`config.mk`:
```
export PLATFORM = sky130hd
export DESIGN_NAME = qrs_front
export DESIGN_NICKNAME = d
export VERILOG_FILES = /design/src/rtl/qrs_pkg.sv /design/src/rtl/qrs_front.sv
export SDC_FILE = /design/constraint.sdc
export NUM_CORES = 1
export LEC_CHECK = 0
export ABC_AREA = 1
export BUFFER_PORTS_ARGS = -buffer_cell sky130_fd_sc_hd__buf_2
export CORE_UTILIZATION = 54
export CTS_CLUSTER_SIZE = 8
export DETAILED_ROUTE_END_ITERATION = 8
export GPL_ROUTABILITY_DRIVEN = 1
export MAX_ROUTING_LAYER = met4
export PLACE_DENSITY_LB_ADDON = 0.12
export REMOVE_ABC_BUFFERS = 1
export SYNTH_ARGS = -nofsm -noshare
export SYNTH_HDL_FRONTEND = slang
export SYNTH_SLANG_ARGS = --single-unit
```
`constraint.sdc`:
```
create_clock -name clk_i -period 16.2 [get_ports clk_i]
set_clock_uncertainty 0.15 [all_clocks]
set_input_delay 3.24 -clock clk_i [delete_from_list [all_inputs] [get_ports clk_i]]
set_output_delay 3.24 -clock clk_i [all_outputs]
set_load 0.05 [all_outputs]
```
`src/rtl/qrs_pkg.sv`:
```
// ----------------------------------------------------------------------------
// qrs_pkg
// Types and constants shared by the quadratic root solver modules.
// ----------------------------------------------------------------------------
package qrs_pkg;

  localparam int DATA_W = 32;                       // coefficient and root width
  localparam int FRAC_W = 16;                       // fraction bits
  localparam int NUM_W  = DATA_W + 2 * FRAC_W + 3;  // divider dividend width
  localparam int DEN_W  = DATA_W + 1;               // divider divisor width
  localparam int RAD_W  = 2 * (DATA_W + FRAC_W + 2); // square root operand width
  localparam int ROOT_W = RAD_W / 2;                // square root result width
  localparam int DISC_W = 2 * DATA_W + 2;           // discriminant width

  localparam logic [1:0] ST_NONE  = 2'd0;
  localparam logic [1:0] ST_ALL   = 2'd1;
  localparam logic [1:0] ST_ROOTS = 2'd2;

  typedef enum logic [2:0] {
    K_NOREAL,
    K_INF,
    K_ZERO,
    K_LIN,
    K_BZERO,
    K_CZERO,
    K_GEN
  } kind_e;

  typedef struct packed {
    logic signed [DATA_W-1:0] coef_a;
    logic signed [DATA_W-1:0] coef_b;
    logic signed [DATA_W-1:0] coef_c;
  } in_t;

  typedef struct packed {
    logic [1:0]               root_status;
    logic signed [DATA_W-1:0] root_one;
    logic signed [DATA_W-1:0] root_two;
    logic                     overflow_flag;
  } out_t;

  typedef struct packed {
    kind_e             kind;
    logic              sa;
    logic              sb;
    logic              sc;
    logic [DATA_W-1:0] ua;
    logic [DATA_W-1:0] ub;
    logic [DATA_W-1:0] uc;
  } item_t;

endpackage

```
`src/rtl/qrs_front.sv`:
```
// ----------------------------------------------------------------------------
// qrs_front
// Splits coefficients into sign and magnitude, sorts out the degenerate
// cases and queues the words for the back end.
// ----------------------------------------------------------------------------
module qrs_front #(
  parameter int QUEUE_DEPTH = 2
) (
  input  logic           clk_i,
  input  logic           rst_ni,
  input  logic           start_i,
  input  qrs_pkg::in_t   coef_i,
  output logic           busy_o,
  input  logic           pop_i,
  output logic           item_valid_o,
  output qrs_pkg::item_t item_o
);
  import qrs_pkg::*;

  localparam int PW = (QUEUE_DEPTH > 1) ? $clog2(QUEUE_DEPTH) : 1;
  localparam int CW = $clog2(QUEUE_DEPTH + 1);

  item_t           mem_q [QUEUE_DEPTH];
  logic [PW-1:0]   wr_ptr_q, wr_ptr_d, rd_ptr_q, rd_ptr_d;
  logic [CW-1:0]   cnt_q, cnt_d;
  item_t           item;
  logic            push;

  always_comb begin
    item.sa = coef_i.coef_a[DATA_W-1];
    item.sb = coef_i.coef_b[DATA_W-1];
    item.sc = coef_i.coef_c[DATA_W-1];
    item.ua = item.sa ? -coef_i.coef_a : coef_i.coef_a;
    item.ub = item.sb ? -coef_i.coef_b : coef_i.coef_b;
    item.uc = item.sc ? -coef_i.coef_c : coef_i.coef_c;
    priority if (item.ua == '0) begin
      if (item.ub == '0) begin
        item.kind = (item.uc == '0) ? K_INF : K_NOREAL;
      end else begin
        item.kind = (item.uc == '0) ? K_ZERO : K_LIN;
      end
    end else if (item.ub == '0) begin
      priority if (item.uc == '0) begin
        item.kind = K_ZERO;
      end else if (item.sa == item.sc) begin
        item.kind = K_NOREAL;
      end else begin
        item.kind = K_BZERO;
      end
    end else if (item.uc == '0) begin
      item.kind = K_CZERO;
    end else begin
      item.kind = K_GEN;
    end
  end

  assign busy_o       = (cnt_q == CW'(QUEUE_DEPTH));
  assign push         = start_i && !busy_o;
  assign item_valid_o = (cnt_q != '0);
  assign item_o       = mem_q[rd_ptr_q];

  always_comb begin
    wr_ptr_d = wr_ptr_q;
    rd_ptr_d = rd_ptr_q;
    cnt_d    = cnt_q;
    if (push) begin
      wr_ptr_d = (wr_ptr_q == PW'(QUEUE_DEPTH - 1)) ? '0 : wr_ptr_q + 1'b1;
    end
    if (pop_i) begin
      rd_ptr_d = (rd_ptr_q == PW'(QUEUE_DEPTH - 1)) ? '0 : rd_ptr_q + 1'b1;
    end
    if (push && !pop_i) begin
      cnt_d = cnt_q + 1'b1;
    end else if (pop_i && !push) begin
      cnt_d = cnt_q - 1'b1;
    end
  end

  always_ff @(posedge clk_i or negedge rst_ni) begin
    if (!rst_ni) begin
      wr_ptr_q <= '0;
      rd_ptr_q <= '0;
      cnt_q    <= '0;
    end else begin
      wr_ptr_q <= wr_ptr_d;
      rd_ptr_q <= rd_ptr_d;
      cnt_q    <= cnt_d;
    end
  end

  always_ff @(posedge clk_i) begin
    if (push) begin
      mem_q[wr_ptr_q] <= item;
    end
  end

endmodule

```
==> impl_metrics.tcl, run 1 <==
set metrics [dict create \
    ir_drop_mv 0.146 \
    async_reset_ff_share_pct 1.92 \
    p_leak_nw 5.92 \
    place_ws_ns 10.23 \
    cp_num_buf_inv 2 \
    die_y_um 148 \
    synth_seq_area_share_pct 53.9 \
    worstPathRequired_ns 12.81 \
    synth_cell_types 31 \
    drt_first_pass_iters 7 \
    clockBufferDepth 3 \
    fin_tns_setup_ns 0 \
    die_w_um 148 \
    area_growth_pct 18.5 \
    drv_cap 0 \
    cts-hold-fix-buffers 0 \
    drive_above_1_share_pct 26.4 \
    crit_chain "buf_4 > mux2_2 > buf_2" \
    hold_slack_ns 0.378 \
    swShare_pct 41.6 \
    total_power_mw 2.28 \
    ys_ff_latch 208 \
    critPathCaptureType "primary output" \
    wl_per_cell_um 15.6 \
    yosys_most_used_dff "edfxtp_1" \
    core_mm2 0.0210 \
    combinationalPowerShare_pct 41.1 \
    rows 53 \
    drt_wl_total_mm 27.4 \
    start_util_pct 54.9 \
    cts_resized 0 \
    wl_met3_mm 1.48 \
    wl_met1_mm 12.4 \
    ys_warn_count 0 \
    tightest_slew_ns 0.852 \
    vias 9081 \
    setup-violations-final 0 \
    syn_area_mm2 0.0115 \
    path_class "flip-flop to primary output" \
    hold_viol 0 \
    via_per_inst 5.17 \
    post-dp-hpwl_mm 20.2 \
    dr_wl_met2_mm 12.9 \
    hp-class "flip-flop to flip-flop" \
    diodes 0 \
    max_slew_margin_pct 43.2 \
    fmax_ghz 0.160 \
    rsz0062_at_grt "false" \
    grt_overflow 0 \
    grt_pass1_wl_mm 43.1 \
    worst_path_max_delay_cell "dfrtp_4" \
    slowest_delay_ns 0.86 \
    postRouteAntennaNets 0 \
    grt_use_total_pct 25.7 \
    insertion_delay_ns 0.53 \
    seqPwrFrac_pct 34.8 \
    finalCriticalPeriod_ns 6.27 \
    ios 204 \
    post-route-period-util_pct 38.7 \
    cts_sinks 208 \
    status "finished with violations" \
    clk_pin_slew_ns 0.05 \
    syn-mean-instance-area_um2 9.19 \
    port_buffers 203 \
    cts_buffers 30 \
    finalWorstSetupSlack_ns 9.93 \
    root_buffer "clkbuf_16" \
    violations "DRC" \
    die_area_mm2 0.0220 \
    grt_max_degree 61 \
    grt_pass1_vias 8618 \
    crit_fanout 57 \
    htreeDepth 1 \
    nets 1577 \
    drtIter0Drc 442 \
    clock_power_share_pct 24.1 \
    post-cts-setup-buffer-count 0 \
    drc 4 \
    drv_slew 0 \
    p_per_area_mw_per_mm2 166 \
    cts_tree "done" \
    highest_layer "met4" \
    crit_arrival_ns 2.88 \
    place_congestion 0.968 \
    synth_edf_count 204 \
    critPathTopFamily "buffers and inverters" \
    syn_inst 1257 \
    antenna_found_initial 0 \
    p_switching_mw 0.947 \
    p_int_mw 1.33 \
    startpoint_type "flip-flop" \
]
==> flip-flops by register name (all words and copies together) (netlist names) <==
register  cells
cnt_q         2
wr_ptr_q      1
rd_ptr_q      1
mem_q       204
==> layer usage <==
layer | up-vias | GRT usage, %
met5 | - | -
li1 | 4592 | -
met2 | 251 | 41.5
met3 | 48 | 3.65
met1 | 4190 | 33.8
met4 | 0 | 7.32
==> power groups by stage <==
stage	sequential, mW	clock [mW]	combinational (mW)
after global routing	0.805	0.582	0.984
after floorplan	0.822	0	0.708
after detailed placement	0.803	0	0.938
after global placement	0.797	0	0.939
after CTS	0.794	0.563	0.943
final	0.792	0.549	0.936
==> logic make-up (layout without fill, tap and decap cells) <==
group,count (synthesis),in the layout,share of synthesized area [%]
and+or+nand+nor,716,716,26.7
DFF,208,208,53.9
buffers and inverters,176,402,5.86
muxes,102,102,9.95
AOI/OAI and AO/OA,30,30,1.35
xor gates and xnor gates,18,18,1.50
adders and majority gates,7,7,0.758
==> path summary, 6_finish.rpt <==
path	from	depth (start not counted)	slack (ns)	to
max	rd_ptr_q	3	9.93	item_o[62]
min	cnt_q[0]	1	0.38	cnt_q[0]
max reg2reg	cnt_q[1]	5	13.09	mem_q[1][72]
min reg2reg	cnt_q[0]	1	0.38	cnt_q[0]
max in group asynchronous	rst_ni	1	13.40	rd_ptr_q
min in group asynchronous	rst_ni	1	2.36	rd_ptr_q
==> cells in the final DEF, fill, tap and decap left out, drive strengths merged, types with 4 or more instances in the layout <==
cell,synthesis,final
mux2,102,102
nand2,369,369
xor2,14,14
dfrtp,4,4
ha,7,7
clkbuf,10,43
o21ai,26,26
nand3,114,114
nand3b,9,9
buf,17,208
inv,149,149
edfxtp,204,204
nand4,16,16
nor2,196,196
nor3,7,7
xnor2,4,4
==> final cells by class <==
| cell class | instances | area, um2 |
|---|---|---|
| fillers | 1754 | 7340 |
| well taps | 275 | 344 |
| multi-input cells | 873 | 4660 |
| inverters | 149 | 559 |
| clock buffers | 43 | 821 |
| clock inverters | 2 | 11.3 |
| flip-flops and latches | 208 | 6230 |
| repair buffers | 208 | 1050 |
==> synth_stat cells, drive strengths merged (7+ instances only) <==
| library cell | number | area, um2 |
|---|---|---|
| clkbuf | 10 | 37.5 |
| inv | 149 | 559 |
| buf | 17 | 80.1 |
| nand2 | 369 | 1410 |
| nand3 | 114 | 616 |
| nor2 | 196 | 816 |
| mux2 | 102 | 1150 |
| nand4 | 16 | 100 |
| ha | 7 | 87.6 |
| xor2 | 14 | 138 |
| o21ai | 26 | 134 |
| nor3 | 7 | 40.0 |
| edfxtp | 204 | 6130 |
| nand3b | 9 | 67.6 |
==> metrics by stage <==
stage | area [um2] | util (%) | cells
floorplan | 11400 | - | 1230
global placement | 12800 | 61.1 | 1713
detailed placement | 12800 | 61.1 | 1713
CTS | 13700 | 65.1 | 1758
global route | 13700 | 65.1 | 1758
finish | 13700 | 65.1 | 1758
No activity file was read; power rests on OpenSTA's default activity.
==> inputs of run 2 (changes only) <==
ABC_AREA = 0   (was 1)
clock period = 5.9 ns   (was 16.2 ns; I/O delays follow)
==> run 2 against run 1 <==
Via count down 23%. Global-route usage shrank 3.3 points. Flip-flop and latch count unchanged. Sequential power increased to 2.8 times the previous value. Total power increased to 2.7 times the previous value. Combinational power grew to 2.7 times the previous value. Area after synthesis is 9.7% lower. Register-to-register slack got worse by 9.8 ns. Setup slack worse by 8.5 ns. Largest cell class unchanged. The run now ends clean. Clock-buffer cell count decreased by 1.
==> impl_metrics.tcl, run 2 <==
set metrics [dict create \
    finalCriticalPeriod_ns 4.46 \
    core_mm2 0.0188 \
    reg2reg_slack_ns 3.34 \
    post-dp-hpwl_mm 15.0 \
    crit_arrival_ns 4.58 \
    setup-violations-final 0 \
    synth_seq_area_share_pct 59.7 \
    cp_num_buf_inv 2 \
    synth_top_area_share_pct 58.7 \
    drc 0 \
    grt_pass1_wl_mm 34.0 \
    hp-class "input port to asynchronous set/reset pin" \
    startpoint_type "input port" \
    nets 1076 \
    die_w_um 141 \
    critPathTopFamily "simple AND/OR/NAND/NOR gates" \
    synth_top_area_cell "edfxtp_1" \
    ys_warn_count 0 \
    nFillCells 1422 \
    synth_edf_count 204 \
    finalInstanceArea_mm2 0.0124 \
    worst_path_max_delay_cell "o41ai_1" \
    yosys_most_used_dff "edfxtp_1" \
    drt_wl_total_mm 22.0 \
    postRouteAntennaNets 0 \
    ys_ff_latch 208 \
    diodes 0 \
    clockBufferDepth 3 \
    grt_pass1_vias 6742 \
    slowest_delay_ns 0.53 \
    fmax_ghz 0.224 \
    via_per_inst 5.62 \
    synth_top_cells_by_area "edfxtp_1 59%, mux2_2 11%, xnor2_1 6.7%, o31ai_1 1.7%, nand2_1 1.4%" \
    die_y_um 141 \
    max_slew_margin_pct 40.7 \
    syn_area_mm2 0.0104 \
    status "finished, final reports clean" \
    antenna_found_initial 0 \
    final_cell_mix "204 x edfxtp_1, 203 x buf_2, 104 x mux2_2, 80 x xnor2_1, 38 x nand2_1" \
    largest_reg_flops 204 \
    die_area_mm2 0.0199 \
    cts_tree "done" \
    p_leak_nw 4.39 \
    place_ws_ns 0.927 \
    syn_inst 772 \
    drtIter0Drc 352 \
    syn-mean-instance-area_um2 13.5 \
    async_reset_ff_share_pct 1.92 \
    top_register "mem_q" \
    grt_use_total_pct 22.4 \
    post-cts-setup-buffer-count 0 \
    finalWorstSetupSlack_ns 1.44 \
    start_util_pct 55.4 \
    vias 6974 \
    largestRegisters "mem_q x204, cnt_q x2" \
    wl_per_cell_um 17.7 \
    cts-hold-fix-buffers 0 \
    synth_cell_types 59 \
    grt_overflow 0 \
    fin_tns_setup_ns 0 \
    ir_drop_mv 0.338 \
    final_common_cell "edfxtp_1" \
    rsz0062_at_grt "false" \
    hold_viol 0 \
    drive_above_1_share_pct 36.8 \
    critPathCaptureType "flip-flop" \
    path_class "input port to flip-flop" \
    rows 50 \
    drt_first_pass_iters 5 \
    grt_max_degree 80 \
    clk_pin_slew_ns 0.05 \
    cts_resized 0 \
    cts_sinks 208 \
    port_buffers 203 \
    crit_fanout 10 \
    final_core_util_pct 66.1 \
    synth_commonest_cells "204 x edfxtp_1, 104 x mux2_2, 80 x xnor2_1" \
    synth.most_common_cell "edfxtp_1" \
    cts_buffers 29 \
    insertion_delay_ns 0.53 \
    total_power_mw 6.16 \
    place_congestion 0.870 \
    tightest_slew_ns 0.890 \
    drv_slew 0 \
    p_per_area_mw_per_mm2 495 \
    ios 204 \
    drv_cap 0 \
    placed_cell_area_mm2 0.0117 \
    crit_chain "buf_2 > inv_1 > ha_1 > nor4b_1 > nand4_1 > o41ai_1 > xnor2_1 > nor4_1 > nor4b_1 > and3_1 > ha_1 > mux2_1" \
    root_buffer "clkbuf_16" \
    worstPathRequired_ns 6.02 \
    htreeDepth 1 \
    area_growth_pct 19.3 \
    post-route-period-util_pct 75.6 \
]
==> run 2: metrics by stage <==
step / instances / hold WS, ns
CTS: 1241 / 0.276
floorplan: 731 / 0.307
global route: 1241 / 0.284
global placement: 1198 / 0.335
finish: 1241 / 0.292
detailed placement: 1198 / 0.332
==> run 2: worst paths after layout <==
path | from | endpoint | cells after the start
min in group clk_i | cnt_q[1] | cnt_q[1] | 1
max reg2reg | cnt_q[0] | mem_q[1][2] | 3
min reg2reg | cnt_q[1] | cnt_q[1] | 1
min | rst_ni | rd_ptr_q | 1
max | coef_i[0] | mem_q[1][99] | 12
max in group asynchronous | rst_ni | rd_ptr_q | 1
==> run 2: per-layer routing <==
layer	global-route usage (%)	up-vias	share of wire, %
met2	36.9	195	49
met3	4.52	39	5.6
met5	-	-	0
met1	28.0	3370	43
met4	6.92	0	2.3
li1	-	3370	-
==> run 2: worst register-to-register path: cells and delay by family (launching register included) <==
| kind | cells | cell delay [ns] |
|---|---|---|
| buffers and inverters | 1 | 0.64 |
| flip-flops | 1 | 0.41 |
| AND/OR/NAND/NOR | 2 | 0.96 |
==> run 2: where the power goes <==
part | internal (mW) | switching [mW]
Sequential | 2.06 | 0.145
Clock | 0.885 | 0.559
Combinational | 0.686 | 1.82
Total | 3.63 | 2.53
==> run 2: kinds of logic (layout without fill, tap and decap cells) <==
group	count (synthesis)	after routing	synth area share, %
AO/OA/AOI/OAI	97	97	6.75
XOR/XNOR	92	92	7.72
adder cells (fa/ha/maj)	7	7	0.839
buffers and inverters	62	271	2.42
flip-flops	208	208	59.7
multiplexers	110	110	11.8
AND/OR/NAND/NOR	196	196	10.8
==> run 2: layout make-up <==
type	instances	area, um2	area share [%]
clock buffers	42	774	6.22
multi-input cells	502	3970	31.9
repair buffers	207	1060	8.51
flip-flops and latches	208	6230	50.1
clock inverters	1	8.76	0.0704
well taps	260	325	2.61
inverters	21	78.8	0.633
==> inputs of run 3 (changes only) <==
CORE_UTILIZATION = 50   (was 54)
clock period = 3.9 ns   (was 5.9 ns; I/O delays follow)
==> run 3 against run 2 <==
Sequential share of layout area down 3.7 points. Cell area up 8.0%. Highest routed layer unchanged. Largest cell class unchanged. Combinational power up 59%. Wire length up 5.2%.
==> impl_metrics.tcl, run 3 (synthesized netlist as in run 2, its figures left out) <==
set metrics [dict create \
    root_buffer "clkbuf_16" \
    drt_first_pass_iters 4 \
    cts_tree "done" \
    via_per_inst 5.36 \
    crit_arrival_ns 3.78 \
    p_leak_nw 5.00 \
    hp-class "input port to flip-flop" \
    antenna_found_initial 0 \
    diodes 0 \
    drv_cap 0 \
    wl_per_cell_um 16.8 \
    die_area_mm2 0.0214 \
    largestRegisters "mem_q x204, cnt_q x2" \
    ios 204 \
    final_cell_mix "204 x edfxtp_1, 203 x buf_2, 123 x buf_4, 104 x mux2_2, 80 x xnor2_1" \
    placed_cell_area_mm2 0.0126 \
    startpoint_type "input port" \
    post-route-period-util_pct 94.1 \
    setup-violations-final 0 \
    hold_viol 0 \
    final_core_util_pct 66.0 \
    p_per_area_mw_per_mm2 706 \
    post-dp-hpwl_mm 16.3 \
    cts_sinks 208 \
    drc 0 \
    drtIter0Drc 314 \
    critPathCaptureType "flip-flop" \
    worst_path_max_delay_cell "or4_1" \
    vias 7374 \
    htreeDepth 1 \
    largest_reg_flops 204 \
    post-cts-setup-buffer-count 0 \
    hp-start "pop_i" \
    multi_input_area_mm2 0.00398 \
    tightest_slew_ns 0.612 \
    clockBufferDepth 3 \
    grt_pass1_vias 7225 \
    drive_above_1_share_pct 44.0 \
    start_util_pct 51.2 \
    status "finished, final reports clean" \
    crit_start "coef_i[70]" \
    rows 52 \
    cts_buffers 29 \
    drv_slew 0 \
    nets 1200 \
    slowest_delay_ns 0.68 \
    grt_pass1_wl_mm 36.8 \
    die_y_um 146 \
    grt_max_degree 103 \
    drt_wl_total_mm 23.1 \
    place_congestion 0.882 \
    insertion_delay_ns 0.53 \
    ir_drop_mv 0.484 \
    top_register "mem_q" \
    crit_chain "buf_2 > or4_1 > or4_4 > o31ai_2 > xnor2_1 > or4b_1 > nor4_2 > nand4_1 > mux2_1" \
    path_class "input port to flip-flop" \
    die_w_um 146 \
    port_buffers 203 \
    final_common_cell "edfxtp_1" \
    crit_fanout 7 \
    postRouteAntennaNets 0 \
    clk_pin_slew_ns 0.05 \
    holdPathStages 2 \
    fmax_ghz 0.273 \
    register_area_mm2 0.00623 \
    reg2reg_depth 3 \
    finalCriticalPeriod_ns 3.67 \
    finalInstanceArea_mm2 0.0134 \
    rsz0062_at_grt "false" \
    area_growth_pct 28.8 \
    core_mm2 0.0204 \
    r2r_start "cnt_q[0]" \
    grt_use_total_pct 22.2 \
    grt_overflow 0 \
    worstPathRequired_ns 4.01 \
    nFillCells 1593 \
    max_slew_margin_pct 59.2 \
]
run 3: what timing repair did:
item | in CTS | in global routing
setup endpoints to repair | 0 | 4
hold buffers | 1 | 0
gates resized for setup | 0 | 2
hold endpoints to repair | 4 | 0
run 3: area by class of cell:
type                    count  share of cell area (%)
multi-input cells         502                    29.6
clock buffers              42                    5.76
clock inverters             1                  0.0652
flip-flops and latches    208                    46.4
well taps                 270                    2.51
inverters                  21                   0.586
repair buffers            331                    15.1
run 3: worst max-delay path: cells and delay by family:
kind	cells	cell delay, ns
and+or+nand+nor	5	2.19
muxes	1	0.39
AOI/OAI and AO/OA	1	0.21
xor gates and xnor gates	1	0.11
buffers and inverters	1	0.10
run 3: report_power, final:
| part | internal (mW) | total (mW) | switching (mW) | leakage, nW |
|---|---|---|---|---|
| Combinational | 1.16 | 3.99 | 2.83 | 2.69 |
| Clock | 1.34 | 2.19 | 0.849 | 0.377 |
| Sequential | 3.11 | 3.31 | 0.197 | 1.94 |
run 3: final timing paths:
path / to / slack, ns
max in group asynchronous: rd_ptr_q / 3.02
min in group asynchronous: rd_ptr_q / 0.45
worst max register to register: mem_q[1][10] / 1.88
worst max-delay path: mem_q[1][99] / 0.23
worst min register to register: cnt_q[1] / 0.34
worst min-delay path: rd_ptr_q / 0.30
run 3: routing by layer:
layer,track usage (%),vias up,routed length [um]
met5,-,-,0
met4,5.78,0,413
met3,3.75,32,1310
met2,36.6,207,11100
met1,28.5,3514,10300
li1,-,3621,-
run 3: per-stage QoR:
stage | power (mW) | instances | worst slack [ns] | TNS [ns] | hold WS (ns)
2_1_floorplan | 6.34 | 731 | -1.93 | -203.65 | 0.307
3_3_place_gp | 7.34 | 1331 | -0.402 | -1.67 | 0.320
3_5_place_dp | 7.37 | 1331 | -0.403 | -1.75 | 0.331
4_1_cts | 9.60 | 1375 | 0.128 | 0 | 0.283
5_1_grt | 9.87 | 1375 | 0.0121 | 0 | 0.302
6_report | 9.49 | 1375 | 0.232 | 0 | 0.299
